[config.mk]
export PLATFORM = sky130hd
export DESIGN_NAME = countdown_timer_with_bargraph_flat
export DESIGN_NICKNAME = d
export VERILOG_FILES = /design/src/hw/rtl/cdtb_pkg.sv /design/src/hw/rtl/cdtb_ifs.sv /design/src/hw/rtl/cdtb_div.sv /design/src/hw/rtl/countdown_timer_with_bargraph.sv /design/src/flat_wrapper.sv
export SDC_FILE = /design/constraint.sdc
export NUM_CORES = 1
export LEC_CHECK = 0
export BUFFER_PORTS_ARGS = -buffer_cell sky130_fd_sc_hd__buf_2
export CORE_MARGIN = 2
export CORE_UTILIZATION = 46
export CTS_BUF_LIST = sky130_fd_sc_hd__clkbuf_16
export DETAILED_ROUTE_END_ITERATION = 8
export PLACE_DENSITY = 0.78
export SETUP_SLACK_MARGIN = 0.2
export SLEW_MARGIN = 20
export SYNTH_ARGS = -nofsm -noshare
export SYNTH_HDL_FRONTEND = slang
export SYNTH_SLANG_ARGS = --single-unit
[constraint.sdc]
create_clock -name clock -period 2.6 [get_ports clock]
set_input_delay 0.65 -clock clock [delete_from_list [all_inputs] [get_ports clock]]
set_output_delay 0.65 -clock clock [all_outputs]
set_load 0.02 [all_outputs]
[src/hw/rtl/cdtb_pkg.sv]
// cdtb_pkg: types, constants and helpers of the countdown timer with bargraph
// used by the channel interfaces, the serial divider and the top level
`timescale 1ns / 1ps

package cdtb_pkg;

   localparam int DurW        = 10;
   localparam int BarW        = 4;
   localparam int BarSegments = 8;
   localparam int BarMax      = (1 << BarW) - 1;
   localparam int ActW        = 2;
   localparam int CsrIdxW     = 1;
   // ceiling numerator: BarSegments * remaining + duration - 1
   localparam int NumW        = DurW + $clog2(BarSegments + 1);
   localparam int StepW       = $clog2(NumW + 1);

   localparam logic [DurW-1:0] ShortReset = DurW'(45);
   localparam logic [DurW-1:0] LongReset  = DurW'(180);

   typedef enum logic [ActW-1:0] {
      ACT_SECOND = 2'd0,
      ACT_HALF   = 2'd1,
      ACT_BUTTON = 2'd2
   } action_type;

   typedef enum logic [CsrIdxW-1:0] {
      CSR_SHORT = 1'd0,
      CSR_LONG  = 1'd1
   } csr_index_type;

   typedef enum logic [1:0] {
      ST_IDLE,
      ST_DIVIDE,
      ST_PUBLISH
   } state_type;

   typedef struct packed {
      logic start;
      logic done;
   } div_ctl_type;

   function automatic logic [BarW-1:0] bar_clamp(input logic [NumW-1:0] value);
      logic [BarW-1:0] result;
      if (value > NumW'(BarMax)) begin
         result = BarW'(BarMax);
      end else begin
         result = value[BarW-1:0];
      end
      return result;
   endfunction

endpackage

[src/hw/rtl/cdtb_ifs.sv]
// cdtb_req_if and cdtb_rsp_if: valid/ready channels of the timer
// depends on cdtb_pkg for field widths
`timescale 1ns / 1ps

interface cdtb_req_if;
   import cdtb_pkg::*;
   logic            valid;
   logic            ready;
   logic [ActW-1:0] action;
   logic            button_short;
   logic            button_long;

   modport source (output valid, action, button_short, button_long, input ready);
   modport sink   (input valid, action, button_short, button_long, output ready);
endinterface

interface cdtb_rsp_if;
   import cdtb_pkg::*;
   logic            valid;
   logic            ready;
   logic            lamp_on;
   logic            tick_level;
   logic [BarW-1:0] bar_level;
   logic [DurW-1:0] seconds_left;

   modport source (output valid, lamp_on, tick_level, bar_level, seconds_left,
                   input ready);
   modport sink   (input valid, lamp_on, tick_level, bar_level, seconds_left,
                   output ready);
endinterface

[src/hw/rtl/cdtb_div.sv]
// cdtb_div: bit-serial restoring divider, one quotient bit per cycle
// depends on cdtb_pkg; result clamped to the bargraph range
`timescale 1ns / 1ps

module cdtb_div (
   input  logic                      clock,
   input  logic                      reset,
   input  cdtb_pkg::div_ctl_type     ctl_in,
   input  logic [cdtb_pkg::NumW-1:0] numer,
   input  logic [cdtb_pkg::DurW-1:0] denom,
   output logic                      done,
   output logic [cdtb_pkg::BarW-1:0] quot
);
   import cdtb_pkg::*;

   logic [StepW-1:0] count_ff, count_in;
   logic             busy_ff, busy_in;
   logic             done_ff, done_in;
   logic [NumW-1:0]  num_ff, num_in;
   logic [DurW-1:0]  rem_ff, rem_in;
   logic [DurW-1:0]  den_ff, den_in;
   logic [DurW:0]    partial;
   logic [DurW+1:0]  diff;
   logic             fits;

   // one restoring step
   assign partial = {rem_ff, num_ff[NumW-1]};
   assign diff    = {1'b0, partial} - {2'b00, den_ff};
   assign fits    = !diff[DurW+1];

   always_comb begin
      count_in = count_ff;
      busy_in  = busy_ff;
      done_in  = 1'b0;
      num_in   = num_ff;
      rem_in   = rem_ff;
      den_in   = den_ff;
      if (ctl_in.start) begin
         count_in = StepW'(NumW);
         busy_in  = 1'b1;
         num_in   = numer;
         rem_in   = '0;
         den_in   = denom;
      end else if (busy_ff) begin
         num_in   = {num_ff[NumW-2:0], fits};
         rem_in   = fits ? diff[DurW-1:0] : partial[DurW-1:0];
         count_in = count_ff - StepW'(1);
         if (count_ff == StepW'(1)) begin
            busy_in = 1'b0;
            done_in = 1'b1;
         end
      end
   end

   always_ff @(posedge clock) begin
      if (reset) begin
         count_ff <= '0;
         busy_ff  <= 1'b0;
         done_ff  <= 1'b0;
      end else begin
         count_ff <= count_in;
         busy_ff  <= busy_in;
         done_ff  <= done_in;
      end
      num_ff <= num_in;
      rem_ff <= rem_in;
      den_ff <= den_in;
   end

   assign done = done_ff;
   assign quot = bar_clamp(num_ff);

endmodule

[src/hw/rtl/countdown_timer_with_bargraph.sv]
// countdown_timer_with_bargraph: lamp countdown timer with bargraph level
// depends on cdtb_pkg, cdtb_ifs and cdtb_div
//
// req_ch carries one event per item: second tick, half-second tick or a
// button event with two button flags. rsp_ch returns one item per event with
// the lamp, tick indicator, bargraph level and seconds left after the event.
// csr_we / csr_index / csr_wdata write the short and long durations; write
// them only while no event is in flight.
// Half ticks, button events and second ticks that need no bar division pass
// from ST_IDLE to ST_PUBLISH, which loads the output register once it is free.
// A second tick while running first passes through ST_DIVIDE, where the
// bit-serial divider computes the bar level and sets the pace, then through
// ST_PUBLISH. One event is worked on at a time; the next is accepted in the
// cycle after the result enters the output register, even while that
// register stalls.
// A stalled receiver holds the output register and, once the next event is
// done, blocks further acceptance until the register is taken.
// Reset clears all timer state, the lockout and the output valid flag and
// loads the durations with 45 and 180 seconds.
`timescale 1ns / 1ps

module countdown_timer_with_bargraph (
   input  logic                         clock,
   input  logic                         reset,
   cdtb_req_if.sink                     req_ch,
   cdtb_rsp_if.source                   rsp_ch,
   input  logic                         csr_we,
   input  logic [cdtb_pkg::CsrIdxW-1:0] csr_index,
   input  logic [cdtb_pkg::DurW-1:0]    csr_wdata
);
   import cdtb_pkg::*;

   state_type       state_ff, state_in;
   logic [DurW-1:0] short_ff, long_ff;
   logic [DurW-1:0] remaining_ff, remaining_in;
   logic [DurW-1:0] full_ff, full_in;
   logic            lockout_ff, lockout_in;
   logic            tick_ff, tick_in;
   logic            lamp_ff, lamp_in;
   logic [BarW-1:0] bar_ff, bar_in;
   logic            rsp_valid_ff, rsp_valid_in;
   logic            rsp_lamp_ff, rsp_tick_ff;
   logic [BarW-1:0] rsp_bar_ff;
   logic [DurW-1:0] rsp_secs_ff;
   logic            accept;
   logic            publish;
   logic            need_div;
   div_ctl_type     div_ctl;
   logic [NumW-1:0] div_numer;
   logic [BarW-1:0] div_quot;
   logic            div_done;

   assign accept   = req_ch.valid && req_ch.ready;
   assign need_div = (action_type'(req_ch.action) == ACT_SECOND) &&
                     (remaining_ff != '0) && (full_ff != '0);
   assign div_numer = NumW'(BarSegments) * NumW'(remaining_ff) + NumW'(full_ff)
                      - NumW'(1);

   cdtb_div u_div (
      .clock  (clock),
      .reset  (reset),
      .ctl_in (div_ctl),
      .numer  (div_numer),
      .denom  (full_ff),
      .done   (div_done),
      .quot   (div_quot)
   );

   // sequencer
   always_ff @(posedge clock) begin
      if (reset) begin
         state_ff <= ST_IDLE;
      end else begin
         state_ff <= state_in;
      end
   end

   always_comb begin
      state_in      = state_ff;
      req_ch.ready  = 1'b0;
      div_ctl.start = 1'b0;
      div_ctl.done  = div_done;
      publish       = 1'b0;
      unique case (state_ff)
         ST_IDLE: begin
            req_ch.ready = 1'b1;
            if (req_ch.valid) begin
               div_ctl.start = need_div;
               state_in      = need_div ? ST_DIVIDE : ST_PUBLISH;
            end
         end
         ST_DIVIDE: begin
            if (div_ctl.done) begin
               state_in = ST_PUBLISH;
            end
         end
         ST_PUBLISH: begin
            if (!rsp_valid_ff || rsp_ch.ready) begin
               publish  = 1'b1;
               state_in = ST_IDLE;
            end
         end
         default: begin
            state_in = ST_IDLE;
         end
      endcase
   end

   // event handling
   always_comb begin
      remaining_in = remaining_ff;
      full_in      = full_ff;
      lockout_in   = lockout_ff;
      tick_in      = tick_ff;
      lamp_in      = lamp_ff;
      bar_in       = bar_ff;
      if (accept) begin
         unique case (action_type'(req_ch.action))
            ACT_SECOND: begin
               if (remaining_ff != '0) begin
                  if (full_ff == '0) begin
                     bar_in = bar_clamp(NumW'(BarSegments));
                  end
                  remaining_in = remaining_ff - DurW'(1);
                  tick_in      = !tick_ff;
               end else begin
                  remaining_in = '0;
                  full_in      = '0;
                  tick_in      = 1'b0;
                  lamp_in      = 1'b0;
                  bar_in       = '0;
               end
            end
            ACT_HALF: begin
               lockout_in = 1'b0;
               if (remaining_ff != '0) begin
                  tick_in = !tick_ff;
               end
            end
            ACT_BUTTON: begin
               if (req_ch.button_short && !lockout_ff) begin
                  if (remaining_in != '0) begin
                     remaining_in = '0;
                     full_in      = '0;
                     tick_in      = 1'b0;
                     lamp_in      = 1'b0;
                     bar_in       = '0;
                  end else begin
                     remaining_in = short_ff - DurW'(1);
                     full_in      = short_ff;
                     tick_in      = 1'b1;
                     lamp_in      = 1'b1;
                     bar_in       = bar_clamp(NumW'(BarSegments));
                  end
               end
               if (req_ch.button_long && !lockout_ff) begin
                  if (remaining_in != '0) begin
                     remaining_in = '0;
                     full_in      = '0;
                     tick_in      = 1'b0;
                     lamp_in      = 1'b0;
                     bar_in       = '0;
                  end else begin
                     remaining_in = long_ff - DurW'(1);
                     full_in      = long_ff;
                     tick_in      = 1'b1;
                     lamp_in      = 1'b1;
                     bar_in       = bar_clamp(NumW'(BarSegments));
                  end
               end
               lockout_in = 1'b1;
            end
            default: begin
               lockout_in = lockout_ff;
            end
         endcase
      end else if (state_ff == ST_DIVIDE && div_ctl.done) begin
         bar_in = div_quot;
      end
   end

   always_comb begin
      rsp_valid_in = rsp_valid_ff;
      if (publish) begin
         rsp_valid_in = 1'b1;
      end else if (rsp_ch.ready) begin
         rsp_valid_in = 1'b0;
      end
   end

   always_ff @(posedge clock) begin
      if (reset) begin
         short_ff     <= ShortReset;
         long_ff      <= LongReset;
         remaining_ff <= '0;
         full_ff      <= '0;
         lockout_ff   <= 1'b0;
         tick_ff      <= 1'b0;
         lamp_ff      <= 1'b0;
         bar_ff       <= '0;
         rsp_valid_ff <= 1'b0;
      end else begin
         if (csr_we) begin
            unique case (csr_index_type'(csr_index))
               CSR_SHORT: short_ff <= csr_wdata;
               CSR_LONG:  long_ff  <= csr_wdata;
               default:   short_ff <= short_ff;
            endcase
         end
         remaining_ff <= remaining_in;
         full_ff      <= full_in;
         lockout_ff   <= lockout_in;
         tick_ff      <= tick_in;
         lamp_ff      <= lamp_in;
         bar_ff       <= bar_in;
         rsp_valid_ff <= rsp_valid_in;
      end
      if (publish) begin
         rsp_lamp_ff <= lamp_ff;
         rsp_tick_ff <= tick_ff;
         rsp_bar_ff  <= bar_ff;
         rsp_secs_ff <= remaining_ff;
      end
   end

   assign rsp_ch.valid        = rsp_valid_ff;
   assign rsp_ch.lamp_on      = rsp_lamp_ff;
   assign rsp_ch.tick_level   = rsp_tick_ff;
   assign rsp_ch.bar_level    = rsp_bar_ff;
   assign rsp_ch.seconds_left = rsp_secs_ff;

   // checks
   a_done_in_divide: assert property (@(posedge clock) disable iff (reset)
      div_done |-> state_ff == ST_DIVIDE)
      else $error("divider finished outside of divide state");

   a_divide_nonzero: assert property (@(posedge clock) disable iff (reset)
      state_ff == ST_DIVIDE |-> full_ff != '0)
      else $error("divide with zero duration");

   a_lamp_off_clear: assert property (@(posedge clock) disable iff (reset)
      !lamp_ff |-> (remaining_ff == '0) && (bar_ff == '0) && !tick_ff)
      else $error("timer state left over with lamp off");

   a_rsp_from_publish: assert property (@(posedge clock) disable iff (reset)
      $rose(rsp_valid_ff) |-> $past(state_ff) == ST_PUBLISH)
      else $error("result raised without a finished item");

   a_no_div_restart: assert property (@(posedge clock) disable iff (reset)
      state_ff == ST_DIVIDE |-> !div_ctl.start)
      else $error("divider restarted while busy");

endmodule

[src/flat_wrapper.sv]
// flat-port wrapper written by rule: the top's interface ports become plain ports
module countdown_timer_with_bargraph_flat import cdtb_pkg::*;
  (clock, reset, csr_we, csr_index, csr_wdata, req_ch_valid, req_ch_action, req_ch_button_short, req_ch_button_long, req_ch_ready, rsp_ch_valid, rsp_ch_lamp_on, rsp_ch_tick_level, rsp_ch_bar_level, rsp_ch_seconds_left, rsp_ch_ready);
  cdtb_req_if req_ch_i ();
  cdtb_rsp_if rsp_ch_i ();
  input  logic clock;
  input  logic reset;
  input  logic csr_we;
  input  logic [cdtb_pkg::CsrIdxW-1:0] csr_index;
  input  logic [cdtb_pkg::DurW-1:0] csr_wdata;
  input wire logic [$bits(req_ch_i.valid)-1:0] req_ch_valid;
  input wire logic [$bits(req_ch_i.action)-1:0] req_ch_action;
  input wire logic [$bits(req_ch_i.button_short)-1:0] req_ch_button_short;
  input wire logic [$bits(req_ch_i.button_long)-1:0] req_ch_button_long;
  output wire logic [$bits(req_ch_i.ready)-1:0] req_ch_ready;
  output wire logic [$bits(rsp_ch_i.valid)-1:0] rsp_ch_valid;
  output wire logic [$bits(rsp_ch_i.lamp_on)-1:0] rsp_ch_lamp_on;
  output wire logic [$bits(rsp_ch_i.tick_level)-1:0] rsp_ch_tick_level;
  output wire logic [$bits(rsp_ch_i.bar_level)-1:0] rsp_ch_bar_level;
  output wire logic [$bits(rsp_ch_i.seconds_left)-1:0] rsp_ch_seconds_left;
  input wire logic [$bits(rsp_ch_i.ready)-1:0] rsp_ch_ready;
  assign req_ch_i.valid = req_ch_valid;
  assign req_ch_i.action = req_ch_action;
  assign req_ch_i.button_short = req_ch_button_short;
  assign req_ch_i.button_long = req_ch_button_long;
  assign req_ch_ready = req_ch_i.ready;
  assign rsp_ch_valid = rsp_ch_i.valid;
  assign rsp_ch_lamp_on = rsp_ch_i.lamp_on;
  assign rsp_ch_tick_level = rsp_ch_i.tick_level;
  assign rsp_ch_bar_level = rsp_ch_i.bar_level;
  assign rsp_ch_seconds_left = rsp_ch_i.seconds_left;
  assign rsp_ch_i.ready = rsp_ch_ready;
  countdown_timer_with_bargraph u_core (.clock(clock), .reset(reset), .req_ch(req_ch_i), .rsp_ch(rsp_ch_i), .csr_we(csr_we), .csr_index(csr_index), .csr_wdata(csr_wdata));
endmodule
==> results of run 1 <==
## where the power goes
| part | switching (uW) | internal, uW |
|---|---|---|
| combinational | 1100 | 1060 |
| clock | 627 | 648 |
| sequential | 132 | 1860 |
| total | 1860 | 3570 |
## metal layers
layer	vias to the layer above	routed length [um]	global-route usage [%]
li1	2653	-	-
met1	2648	7007	30.12
met2	267	8328	37.86
met3	61	1253	5.556
met4	0	678	9.926
met5	-	0	0
## state kept, by name, summed over array words and instances (netlist names), 10 cells and up
name	cells
u_core.u_div.den_ff	10
u_core.u_div.num_ff	14
u_core.remaining_ff	10
u_core.full_ff	10
u_core.long_ff	10
u_core.rsp_ch.seconds_left	10
u_core.short_ff	10
u_core.u_div.rem_ff	10
## logic make-up after synthesis
family | after synthesis | synth area share (%)
flops | 106 | 41.12
compound gates | 175 | 18.01
mux | 13 | 2.182
buf+inv | 89 | 5.853
xor+xnor | 39 | 5.690
simple gates | 219 | 18.13
fa+ha+maj | 43 | 9.015
## placed cells by master (no fill, tap or decap), types with 5 or more instances in the layout
cell type / count
ha_1: 32
buf_2: 37
a221oi_2: 6
inv_1: 53
xor2_1: 11
nand3b_1: 9
and2_1: 6
a21oi_2: 9
buf_4: 70
clkbuf_16: 10
dfxtp_1: 55
nor2_1: 30
a211oi_1: 6
nor3_1: 13
ha_4: 8
a21oi_1: 53
o211ai_1: 5
edfxtp_1: 40
xnor2_1: 23
nand2_1: 90
nand4_1: 5
nand3_1: 12
o21ai_0: 29
a22oi_1: 13
buf_6: 18
mux2i_1: 10
o21ai_1: 7
a21o_1: 5
nand2b_1: 11
o21a_1: 5
dfxtp_2: 10
inv_2: 7
nor2b_1: 6
## metrics by stage
stage | setup TNS [ns] | total power [uW]
floorplan | 0 | 3227
global placement | -0.2684 | 3639
detailed placement | -0.5739 | 3692
CTS | 0 | 5122
global route | -0.004491 | 5710
finish | 0 | 5432
## final cells by class
type	count	area [um2]
well taps	176	220.2
clock inverters	7	42.54
fillers	1036	5031
flip-flops and latches	106	2539
clock buffers	9	225.2
multi-input cells	489	3800
repair buffers	131	1046
inverters	61	234.0
## timing repair
| action | in CTS | in global routing |
|---|---|---|
| endpoints found under the setup margin | 62 | 68 |
| buffers inserted | 15 | 12 |
| gates resized for setup | 72 | 59 |
| pin swaps | 34 | 38 |
| cloned | 1 | 1 |
## final timing paths
kind	depth (start not counted)	slack (ns)	end
max	12	0.06	u_core.remaining_ff[0]
min	0	0.43	u_core.rsp_ch.bar_level[0]
max reg2reg	12	0.06	u_core.remaining_ff[0]
min reg2reg	0	0.43	u_core.rsp_ch.bar_level[0]
==> impl_metrics.toml, run 1 <==
[sta]
slew_headroom_pct = 47.96
hold_viol = 0
timing.final.ws_setup_ns = 0.06110
fin_crit_sh_pct = 97.65
slew_viol_final = 0
fin_crit_ns = 2.539
finalClockSkew_ns = 0.007762
whs_ns = 0.4326
setup_viol = 0
tightest_slew_ns = 0.7805
fmax_mhz = 393.9
rsz0062_at_grt = "true"

[clocking]
cts_tree = "yes"
cts_inserted_buffers = 9
h-tree-depth = 3
root_buffer = "clkbuf_16"
postCtsHoldBufs = 0
clk_pin_slew_worst_paths_ns = 0.07
clk_latency_ns = 0.36
cts.sinks = 106
clk_path_buf_depth = 2

[route]
via_count = 5629
routed_wl_um = 17270
drt_iter0_markers = 599
drc = 0
drtAntennaViolNets = 0
vias_per_cell = 5.750
wl_per_cell_um = 17.64
dr.pass1.iters = 6

[yosys]
ys_ff_latch = 106
synth.distinct_cells = 63
synth_area_per_cell_um2 = 8.969
async_flop_share_pct = 0
synthCells = 684
yosysTopAreaCell = "dfxtp_1"
synthTopCellsByCount = "nand2_1, dfxtp_1, a21oi_1, inv_1, ha_1"
synth_area_um2 = 6135
yosys.area.top_type_share_pct = 21.54
netlist_top_cells_area = "dfxtp_1, edfxtp_1, ha_1"
seq_area_frac_synth_pct = 41.12
synth_most_common_cell = "nand2_1"
synth-edff-count = 40
yosysWarningCount = 0
syn-num-nets = 747
ys.flop_type = "dfxtp_1"

[grt]
grt-ovfl-total = 0
globalRouteTotalUtil_pct = 23.47
grt_max_degree = 37
first_global_vias = 5358
antenna_found_initial = 0
grt_first_pass_wirelength_um = 26590

[floorplanning]
die_height_um = 119.5
die_area_um2 = 14280
die_x_um = 119.5
coreArea_um2 = 13140
rows = 42
io_pins = 38
start_util_pct = 46.70

[placed_design]
place_hpwl_um = 11370
port_buffers = 37
placed_cell_area_um2 = 6962
place_ws_ns = -0.1745
place_congestion = 0.9642
place_inst = 934

[layout]
layoutNonFillerInstCount = 979
postLayoutCoreUtil_pct = 61.70
drive_above_1_share_pct = 31.01
syn_to_final_growth_pct = 32.14
num_antenna_cells = 0
fin_nets = 861
final_cell_area_um2 = 8107

[hold_path]
hold_class = "reg2reg"
worstHoldStart = "u_core.bar_ff[0]"

[power_and_ir_drop]
peakVddDrop_uv = 477.0
power_leakage_uw = 0.003218
pwr_density_cell_nw_per_um2 = 670.0

[setup_path]
worst-path-buf-inv = 5
cp-start-kind = "flip-flop"
critPathRequiredTime_ns = 2.81
critPathMaxStageDelay_ns = 0.35
worstPathArrival_ns = 2.75
path_delay_family = "buffers and inverters"
cp-startpoint = "u_core.remaining_ff[1]"
critPathSlowestCell = "dfxtp_2"
path_cells = "inv_4, ha_4, nor4b_4, nand4_4, buf_6, o31ai_4, buf_6, nor4_4, buf_6, buf_6, a221oi_2, a211oi_1"
critPathKind = "reg2reg"
crit_top_cell = "buf_6"
cp-end-kind = "flip-flop"
cp_max_fo = 6
r2r_start = "u_core.remaining_ff[1]"

[run_status]
outcome = "finished clean"

[flow_run]
maxCapViolCount = 0
(Power assumes the default switching activity.)
==> run 2: changes to the inputs <==
--- a/config.mk
+++ b/config.mk
@@ -10,7 +10,7 @@
 export CORE_UTILIZATION = 46
 export CTS_BUF_LIST = sky130_fd_sc_hd__clkbuf_16
 export DETAILED_ROUTE_END_ITERATION = 8
-export PLACE_DENSITY = 0.78
+export PLACE_DENSITY = 0.75
 export SETUP_SLACK_MARGIN = 0.2
 export SLEW_MARGIN = 20
 export SYNTH_ARGS = -nofsm -noshare
==> constraint.sdc (replaced) <==
create_clock -name clock -period 2.7 [get_ports clock]
set_input_delay 0.675 -clock clock [delete_from_list [all_inputs] [get_ports clock]]
set_output_delay 0.675 -clock clock [all_outputs]
set_load 0.02 [all_outputs]
==> impl_metrics.toml, run 2 (same netlist as run 1, synthesis figures left out) <==
[run_status]
outcome = "finished clean"

[clocking]
cts_inserted_buffers = 9
root_buffer = "clkbuf_16"
cts_tree = "yes"
clk_pin_slew_worst_paths_ns = 0.08
clk_latency_ns = 0.36
postCtsHoldBufs = 0
cts.sinks = 106
clk_path_buf_depth = 2
h-tree-depth = 3

[setup_path]
rrSetupSlack_ns = 0.17
timing.rr.end = "u_core.u_div.num_ff[13]"
critPathMaxStageDelay_ns = 0.36
cp-start-kind = "flip-flop"
cp-end-kind = "flip-flop"
path_delay_family = "compound AO/OA/AOI/OAI gates"
critPathSlowestCell = "dfxtp_2"
r2r_cells = 12
critPathRequiredTime_ns = 2.81
r2r_start = "u_core.remaining_ff[1]"
cp_max_fo = 4
worstPathArrival_ns = 2.64
critPathKind = "reg2reg"
worst-path-buf-inv = 2
path_cells = "inv_4, ha_1, inv_2, ha_4, o21a_1, a21oi_4, o31ai_4, a211oi_2, o21bai_1, a21oi_1, xnor2_1, o21ai_1"

[power_and_ir_drop]
peakVddDrop_uv = 424.3
power_leakage_uw = 0.003032
pwr_density_cell_nw_per_um2 = 659.4
pwr-share-comb_pct = 35.1
p_int_uw = 3354
power_frac_clock_pct = 26.8
p_seq_share_pct = 38.1
sw_frac_of_total_pct = 33.30
p_total_uw = 5029
switchingPower_uw = 1675

[layout]
final_common_cell = "nand2_1"
drive_above_1_share_pct = 24.32
fill_cells = 1122
fin_nets = 835
layoutNonFillerInstCount = 953
num_antenna_cells = 0
postLayoutCoreUtil_pct = 58.06
regArea_um2 = 2546
syn_to_final_growth_pct = 24.33
largest_register_ffs = 14
mostFrequentLayoutCells = "nand2_1, a21oi_1, buf_4"
multi_input_area_um2 = 3546
regMostFlops = "u_core.u_div.num_ff"

[sta]
rsz0062_at_grt = "true"
fin_crit_ns = 2.533
slew_viol_final = 0
slew_headroom_pct = 56.07
finalClockSkew_ns = 0.01139
tightest_slew_ns = 0.6590
hold_viol = 0
setup_viol = 0
fmax_mhz = 394.8
fin_crit_sh_pct = 93.81

[grt]
grt_first_pass_wirelength_um = 25300
first_global_vias = 4950
antenna_found_initial = 0
globalRouteTotalUtil_pct = 22.55
grt-ovfl-total = 0
grt_max_degree = 39

[hold_path]
min_path_cells = 0
min_to = "u_core.rsp_ch.bar_level[3]"
hold_class = "reg2reg"
worstHoldStart = "u_core.bar_ff[3]"

[floorplanning]
io_pins = 38
rows = 42
die_x_um = 119.5
coreArea_um2 = 13140
start_util_pct = 46.70
die_area_um2 = 14280
die_height_um = 119.5

[placed_design]
place_inst = 914
place_congestion = 0.9038
place_hpwl_um = 11570
port_buffers = 37

[route]
dr.pass1.iters = 5
via_count = 5290
drt_iter0_markers = 355
wl_per_cell_um = 17.03
routed_wl_um = 16230
drtAntennaViolNets = 0
drc = 0
vias_per_cell = 5.551

[flow_run]
maxCapViolCount = 0
run 2: cell types whose count changed in the layout (fill, tap and decap cells not counted), moves of 3 or more:
cell and change:
buf_6 -15, buf_4 -11, a21oi_1 +7, a21oi_2 -7, nand3_1 +5, o21ai_0 +5
nand3_4 -4, o21ai_1 -4, a211oi_1 +3, a211oi_2 -3, buf_8 +3, o31ai_1 +3
run 2: power by group through the flow:
stage               clock network (uW)  logic (uW)  registers (uW)
floorplan                            0        1180            1930
global placement                     0        1500            1940
detailed placement                   0        1560            1950
CTS                               1360        1620            1910
global route                      1420        1950            1930
finish                            1350        1760            1920
run 2: metal layers:
metal	routed length (um)	vias up	global-route usage [%]	part of all wire, %
met5	0	-	0	0
met2	7926	131	37.18	49
met1	7261	2533	29.80	45
met4	318	0	6.985	2.0
li1	-	2596	-	-
met3	722	30	4.598	4.4
run 2: final cells by class:
cell class	count	share of cell area (%)
tap	176	2.887
timing repair buffer	105	10.12
multi-input combinational	489	46.49
clock buffer	11	3.609
clock inverter	5	0.4429
inverter	61	3.068
sequential	106	33.38
run 2: metrics by stage:
step / cell area [um2] / TNS (ns) / worst slack, ns / hold slack, ns
6_report: 7627 / 0 / 0.1672 / 0.4345
5_1_grt: 7627 / 0 / 0.03995 / 0.4599
4_1_cts: 7287 / 0 / 0.2017 / 0.4381
3_5_place_dp: 6795 / -0.02717 / -0.02570 / 0.4208
3_3_place_gp: 6795 / 0 / 0.03485 / 0.4149
2_1_floorplan: 6157 / 0 / 0.2014 / 0.4082
run 2: worst max-delay path by stage:
| stage | slack (ns) | cells after the start | to | start |
|---|---|---|---|---|
| final | 0.17 | 12 | u_core.u_div.num_ff[13] | u_core.remaining_ff[1] |
| after global routing | 0.04 | 12 | u_core.u_div.num_ff[13] | u_core.remaining_ff[0] |
| after CTS | 0.20 | 12 | u_core.u_div.num_ff[12] | u_core.full_ff[4] |
| after detailed placement | -0.03 | 11 | u_core.u_div.num_ff[13] | u_core.full_ff[1] |
| after global placement | 0.03 | 12 | u_core.u_div.num_ff[13] | u_core.remaining_ff[1] |
| after floorplan | 0.20 | 11 | u_core.full_ff[1] | req_ch_action[0] |
run 2: worst register-to-register path, stage by stage, from the launching register on:
cell      delay, ns
dfxtp_2        0.36
inv_4          0.05
ha_1           0.28
inv_2          0.05
ha_4           0.25
o21a_1         0.21
a21oi_4        0.21
o31ai_4        0.08
a211oi_2       0.27
o21bai_1       0.12
a21oi_1        0.18
xnor2_1        0.13
o21ai_1        0.09
run 2: repair_timing:
| action | in CTS | in global routing |
|---|---|---|
| resized for setup | 32 | 43 |
| endpoints found under the setup margin | 23 | 49 |
| cloned | 0 | 1 |
| setup buffers | 11 | 11 |
| pin swaps | 11 | 23 |
